<file path="src/hdl/assert_macros.svh">
// ---------------------------------------------------------------------------
// Assertion macros
// Concurrent checks clocked on the rising edge, disabled while in reset.
// ---------------------------------------------------------------------------
`ifndef ASSERT_MACROS_SVH
`define ASSERT_MACROS_SVH

`ifndef ASSERT_OFF

// consequent must hold in the cycle after the antecedent
`define ASSERT_NEXT(lbl, clk, rst, ante, cons) \
   lbl: assert property (@(posedge clk) disable iff (rst) (ante) |=> (cons)) \
      else $error("next-cycle check failed");

// consequent must hold in the same cycle as the antecedent
`define ASSERT_SAME(lbl, clk, rst, ante, cons) \
   lbl: assert property (@(posedge clk) disable iff (rst) (ante) |-> (cons)) \
      else $error("same-cycle check failed");

`else

`define ASSERT_NEXT(lbl, clk, rst, ante, cons)
`define ASSERT_SAME(lbl, clk, rst, ante, cons)

`endif

`endif

</file>
<file path="src/hdl/hps_pkg.sv">
// ---------------------------------------------------------------------------
// hps_pkg
// Shared widths, register indexes, payload types and the rounding adder.
// ---------------------------------------------------------------------------
package hps_pkg;

   localparam int DATA_W     = 32;
   localparam int FRAC_BITS  = 16;
   localparam int MAX_DEGREE = 6;
   localparam int NUM_COEF   = MAX_DEGREE + 1;
   localparam int DEG_W      = 3;
   localparam int PROD_W     = 2 * DATA_W;
   localparam int NUM_REGS   = NUM_COEF + 1;
   localparam int CSR_IDX_W  = $clog2(NUM_REGS);
   localparam int COEF_IDX_W = $clog2(NUM_COEF);

   localparam logic [CSR_IDX_W-1:0] REG_DEGREE    = CSR_IDX_W'(0);
   localparam logic [CSR_IDX_W-1:0] REG_COEF_BASE = CSR_IDX_W'(1);

   localparam logic [DATA_W-1:0] DATA_MAX = {1'b0, {(DATA_W-1){1'b1}}};
   localparam logic [DATA_W-1:0] DATA_MIN = {1'b1, {(DATA_W-1){1'b0}}};

   localparam logic signed [PROD_W-1:0] RND_HALF = PROD_W'(1) << (FRAC_BITS - 1);

   typedef struct packed {
      logic signed [DATA_W-1:0] x_value;
      logic signed [DATA_W-1:0] direction;
   } req_type;

   typedef struct packed {
      logic signed [DATA_W-1:0] poly_value;
      logic signed [DATA_W-1:0] slope_times_dir;
      logic                     saturated;
   } rsp_type;

   // one item on its way down the Horner chain
   typedef struct packed {
      logic [DATA_W-1:0] x;
      logic [DATA_W-1:0] h;
      logic [DATA_W-1:0] acc;
      logic [DATA_W-1:0] dacc;
      logic              sat;
   } item_type;

   // coefficients as the datapath sees them: zero above the degree in use
   typedef struct packed {
      logic [NUM_COEF-1:0][DATA_W-1:0] coef;
      logic [NUM_COEF-1:0][DATA_W-1:0] dcoef;
      logic [NUM_COEF-1:0]             dsat;
   } cfg_type;

   typedef struct packed {
      logic [DATA_W-1:0] value;
      logic              clip;
   } sum_type;

   // round product half up to FRAC_BITS, add addend, clip to DATA_W
   function automatic sum_type round_add_sat(input logic signed [PROD_W-1:0] prod,
                                             input logic [DATA_W-1:0] addend);
      logic signed [PROD_W-1:0] rounded;
      logic signed [PROD_W-1:0] total;
      logic [PROD_W-DATA_W:0]   top_bits;
      sum_type                  res;
      rounded  = (prod + RND_HALF) >>> FRAC_BITS;
      total    = rounded + {{(PROD_W-DATA_W){addend[DATA_W-1]}}, addend};
      top_bits = total[PROD_W-1:DATA_W-1];
      if (top_bits == '0 || top_bits == '1) begin
         res.value = total[DATA_W-1:0];
         res.clip  = 1'b0;
      end else if (total[PROD_W-1]) begin
         res.value = DATA_MIN;
         res.clip  = 1'b1;
      end else begin
         res.value = DATA_MAX;
         res.clip  = 1'b1;
      end
      return res;
   endfunction

endpackage

</file>
<file path="src/hdl/hps_slope.sv">
// ---------------------------------------------------------------------------
// hps_slope
// Final stage: derivative times direction, rounded, clipped; result register.
// ---------------------------------------------------------------------------
module hps_slope import hps_pkg::*; (
   input  logic     clock,
   input  logic     reset,
   input  logic     in_valid,
   output logic     in_ready,
   input  item_type in_item,
   output logic     out_valid,
   input  logic     out_ready,
   output rsp_type  out_rsp
);

   logic                     a_valid_ff;
   logic                     a_valid_in;
   item_type                 a_item_ff;
   logic signed [PROD_W-1:0] a_prod_ff;
   logic signed [PROD_W-1:0] a_prod_in;
   logic                     b_valid_ff;
   logic                     b_valid_in;
   rsp_type                  b_rsp_ff;
   rsp_type                  b_rsp_in;
   logic                     a_ready;
   logic                     b_ready;
   sum_type                  s_sum;

   assign b_ready  = !b_valid_ff || out_ready;
   assign a_ready  = !a_valid_ff || b_ready;
   assign in_ready = a_ready;

   assign a_valid_in = a_ready ? in_valid : a_valid_ff;
   assign b_valid_in = b_ready ? a_valid_ff : b_valid_ff;
   assign a_prod_in  = $signed(in_item.dacc) * $signed(in_item.h);

   // zero derivative gives a zero slope, so degree zero needs no special path
   always_comb begin
      s_sum                    = round_add_sat(a_prod_ff, '0);
      b_rsp_in.poly_value      = a_item_ff.acc;
      b_rsp_in.slope_times_dir = s_sum.value;
      b_rsp_in.saturated       = a_item_ff.sat | s_sum.clip;
   end

   always_ff @(posedge clock) begin
      if (reset) begin
         a_valid_ff <= 1'b0;
         b_valid_ff <= 1'b0;
      end else begin
         a_valid_ff <= a_valid_in;
         b_valid_ff <= b_valid_in;
      end
   end

   always_ff @(posedge clock) begin
      if (a_ready && in_valid) begin
         a_item_ff <= in_item;
         a_prod_ff <= a_prod_in;
      end
      if (b_ready && a_valid_ff) begin
         b_rsp_ff <= b_rsp_in;
      end
   end

   assign out_valid = b_valid_ff;
   assign out_rsp   = b_rsp_ff;

endmodule

</file>
<file path="config.mk">
export PLATFORM = sky130hd
export DESIGN_NAME = hps_slope
export DESIGN_NICKNAME = d
export VERILOG_FILES = /design/src/hdl/assert_macros.svh /design/src/hdl/hps_pkg.sv /design/src/hdl/hps_slope.sv
export SDC_FILE = /design/constraint.sdc
export NUM_CORES = 2
export LEC_CHECK = 0
export ABC_AREA = 1
export ABC_CLOCK_PERIOD_IN_PS = 10700
export BUFFER_PORTS_ARGS = -buffer_cell sky130_fd_sc_hd__buf_2
export CAP_MARGIN = 20
export CORE_MARGIN = 2
export CORE_UTILIZATION = 40
export CTS_CLUSTER_DIAMETER = 60
export DETAILED_ROUTE_END_ITERATION = 6
export GPL_TIMING_DRIVEN = 0
export PLACE_DENSITY = 0.57
export SKIP_CTS_REPAIR_TIMING = 1
export SYNTH_ARGS = -nofsm -noshare
export SYNTH_HDL_FRONTEND = slang
export SYNTH_SLANG_ARGS = --single-unit
</file>
<file path="constraint.sdc">
create_clock -name clock -period 10.7 [get_ports clock]
set_input_delay 2.14 -clock clock [delete_from_list [all_inputs] [get_ports clock]]
set_output_delay 2.14 -clock clock [all_outputs]
set_load 0.02 [all_outputs]
</file>
**Yosys cells after proc, flatten, opt, wreduce, memory -nomap -nowiden**

Index checks and enable logic that the tools add are counted.

- Bits in registers: 164
- Bits in writable memories: 0
- Bits in latches: 0
- ROM bits: 0
- Output and inout port bits: 67
- Memories: 0

- Add/sub/neg operators: 1
- Multiply operators: 1
- Reductions and logical operators: 8
- Divide/modulo/power cells: 0
- Bitwise logic cells: 1
- $lt $le $gt $ge: 0
- Shifts and indexed selects: 0
- Equality and inequality tests: 1
- Multiplexer cells: 2

Operators with widths:

| kind | count |
|---|---|
| $mux W33 | 2 |
| $add A64 B17 Y64 const B | 1 |
| $mul A32 B32 Y64 | 1 |
| $eq A33 B33 Y1 const B | 1 |
| $logic_not A33 Y1 | 1 |
| $logic_or A1 B1 Y1 | 3 |
| $logic_and A1 B1 Y1 | 2 |
| $logic_not A1 Y1 | 2 |
| $or A1 B1 Y1 | 1 |

**Logic depth before layout (Yosys ltp)**

- Word-level depth: 5
- Mapped depth: 31
- Depth with buffers taken out: 30

**Worst setup path after synthesis**

OpenSTA, ideal clock, no wires.

- Path kind: input to register
- Start point: input port in_item[32] (netlist name)
- End point: register a_prod_ff[59] (data pin)
- Library setup time: 0.252 ns
- Stages on the path: 27
- Slack: 1.642 ns
- Arrival: 8.806 ns
- Cells stage by stage: clkbuf_1 > nand2_1 > inv_1 > fa_1 > inv_1 > fa_1 > inv_1 > fa_1 > fa_1 > inv_1 > fa_1 > inv_1 > fa_1 > inv_1 > fa_1 > inv_1 > fa_1 > ha_1 > a21o_1 > a31oi_1 > o21ai_0 > nand2_1 > a21oi_1 > a211oi_1 > nand2_1 > nand2_1 > nand2_1

- Cells in the longest elaborated chain, start to end: 1

Ends and longest elaborated chain:

| element | line | source |
|---|---|---|
| from (decl) | hps_slope.sv:10 | `input item_type in_item,` |
| $mul A32 B32 Y64 | hps_slope.sv:35 | `assign a_prod_in = $signed(in_item.dacc) * $signed(in_item.h);` |
| named net a_prod_in[59] | hps_slope.sv:20 | `logic signed [PROD_W-1:0] a_prod_in;` |
| to (signal assigned) | hps_slope.sv:58 | `a_prod_ff <= a_prod_in;` |
| to (decl) | hps_slope.sv:19 | `logic signed [PROD_W-1:0] a_prod_ff;` |

The timed path passes the listed nets, and every way through them passes these cells.
A chain may end at the register's enable or synchronous reset.

**Worst setup path in the final report**

- Start point: input port in_item[77] (netlist name)
- End point: register a_prod_ff[43] (data pin)

Same word-level chain as after synthesis.

==> reports/qor.txt <==
Reg2Reg Capture Point: out_rsp[21]$_DFFE_PP_
final net count: 6882
met2 WL: 71.9 mm
DR WL/cell: 23.4 um
largest net degree at the start of global routing: 58
DRT antenna net count: 0
Worst Max-Slew Pin Slew: 1340 ps
setup ws final: 271 ps
via count: 35300
Worst-Skew Late Latency: 420 ps
Max stage delay on crit path: 940 ps
TritonCTS clock tree: built
Synth top area share: 0.491
worst hold endpoint: out_rsp[37]$_DFFE_PP_
H-tree levels: 4
# port buffers: 167
DPL Wire Length: 138 mm
drt pass-1 iters: 6
Pins Over Slew Limit: 0
post-route cell area: 47800 sq um
CP Class: in2reg
Metal-1 WL: 64.9 mm
Mapped Area: 44100 sq um
crit path buf inv count: 9
io pins: 200
Worst setup SP type: primary input
FF-to-FF path depth: 15
crit end category: flop
register area share after synthesis: 0.101
GRT Total Usage: 0.300
global-route wire length before repair: 242 mm
worst hold slack: 416 ps
root buf cell: clkbuf_16
FF-to-FF Start: a_prod_ff[15]$_DFFE_PP_
vias in the first global route: 37200
antenna violations before repair: 3
die area: 113000 sq um
minimum clock period: 10430 ps
max-cap violations: 0
Worst Hold Class: reg2reg
initial core utilization: 0.404
WL met3: 16.1 mm
Worst Path Required: 10840 ps
final setup fails: 0
Slowest-stage cell, CP: clkbuf_1
Yosys cell types: 36
Die Span Y: 336 um
worst-path fanout max: 14
maximum clock rate: 95.9 MHz
Routed WL: 163 mm
Worst path most repeated cell: fa_1
fin crit share: 0.975
cells after synthesis: 5279
CP top delay family: adder cells
area leader, netlist: fa_1
worst hold path stage count: 0
Layout area overhead: 8.41%
RSZ-0062 raised after global routing: false
die width: 336 um
net count after synthesis: 6674
status: complete, no violations
Post-Layout Cell Count: 6976
Yosys reg bits: 149
DRT iter0 DRCs: 3686
Worst R2R Setup Slack: 7920 ps
CTS sink count: 149
final hold vios: 0
CP arrival: 10560 ps
ant diodes: 0
Core Box Area: 109000 sq um
Ys Warns: 0
pre-CTS WS: -579 ps
site row count: 121
Area after DPL: 47100 sq um
Slew headroom: 0.108
placed insts: 6937
CTS buffer count: 17
Area contributors post-synth: fa_1 (49%), inv_1 (14%), nand2_1 (11%)
Syn Area/Cell: 8.35 sq um
clk buf depth: 2
Top Layer Used: met4
Vias/cell: 5.05
Clk pin slew, worst setup/hold paths: 70 ps
Min-Delay Startpoint: a_item_ff[37]$_DFFE_PP_
GR Overflow Total: 0
Placer Congestion: 1.02
Layout Skew: 10.2 ps
fraction of layout cells with a size suffix above 1: 0.0493
drt drc: 0
-- synthesized netlist by cell type --
library cell  instances
nor2_8                1
buf_8                 3
o211ai_1              5
o21a_1                5
nor4_1                3
a21o_1               38
inv_2                 3
o21bai_1              6
edfxtp_1            147
o2111ai_1             1
ha_1                181
xor2_1               52
a21boi_0              4
nand3_1              52
or3_1                 1
nand2_4               3
nor2_2               10
buf_4                 1
xnor2_1              32
fa_1               1081
o21ai_0              60
clkbuf_1            192
nand2_1            1348
dfxtp_1               2
nand4_1              23
buf_6                 3
nor3_1               15
inv_1              1647
nor2_4                5
or2_2                 8
nor2_1              241
a31oi_1               9
a211oi_1              6
nand2_2               5
a21oi_1              80
and3_1                6
-- state kept, by name (all words and copies together), names as in the netlist --
register and count:
out_rsp 65, a_prod_ff 49, a_item_ff 33, a_valid_ff 1, out_valid 1
-- per-stage QoR --
| step | utilization | TNS (ps) |
|---|---|---|
| floorplan | - | 0 |
| global placement | 0.429 | -4210 |
| detailed placement | 0.431 | -4220 |
| CTS | 0.437 | -198 |
| global route | 0.438 | 0 |
| finish | 0.438 | 0 |
-- layout by cell type (no fill, tap or decap), types with 17 or more instances in the layout --
cell and count:
fa_1 1079, a21o_1 38, edfxtp_1 147, inv_1 1646, xor2_1 52, nor2_1 241
clkbuf_1 188, nand2_1 1348, nand4_1 23, clkbuf_16 17, xnor2_1 32, buf_8 20
nand3_1 52, a21oi_1 79, o21ai_0 60, ha_1 181, buf_2 167
-- metal layers --
layer,vias up,GRT usage
li1,15200,-
met4,0,0.159
met1,17900,0.400
met5,-,0
met2,1807,0.465
met3,387,0.0552
-- area by class of cell --
class                           instances  area (sq um)
Clock inverter                         13           163
Tap cell                             1476          1850
Inverter                             1650          6200
Sequential cell                       149          4450
Multi-Input combinational cell       3281         32700
Buffer                                196           798
Timing Repair Buffer                  192          1250
Clock buffer                           19           443
Fill cell                           11200         61300
-- worst max path at each step --
stage / start / end / slack [ps] / cells after the start
3_5_place_dp: in_item[32] / a_prod_ff[63]$_DFFE_PP_ / -580 / 32
2_1_floorplan: in_item[32] / a_prod_ff[59]$_DFFE_PP_ / 1640 / 27
6_report: in_item[77] / a_prod_ff[43]$_DFFE_PP_ / 270 / 26
4_1_cts: in_item[32] / a_prod_ff[63]$_DFFE_PP_ / -150 / 32
5_1_grt: in_item[77] / a_prod_ff[43]$_DFFE_PP_ / 160 / 26
3_3_place_gp: in_item[72] / a_prod_ff[63]$_DFFE_PP_ / -550 / 32
-- cell families after synthesis --
logic type / Yosys count / synth area share
and+or+nand+nor: 1721 / 0.153
buffers and inverters: 1849 / 0.159
AOI/OAI and AO/OA: 214 / 0.0283
xor gates and xnor gates: 84 / 0.0167
adders and majority gates: 1262 / 0.542
DFF: 149 / 0.101
Power is not shown: default switching activity piles up to over one toggle a cycle in this logic, so the estimate is an artifact.
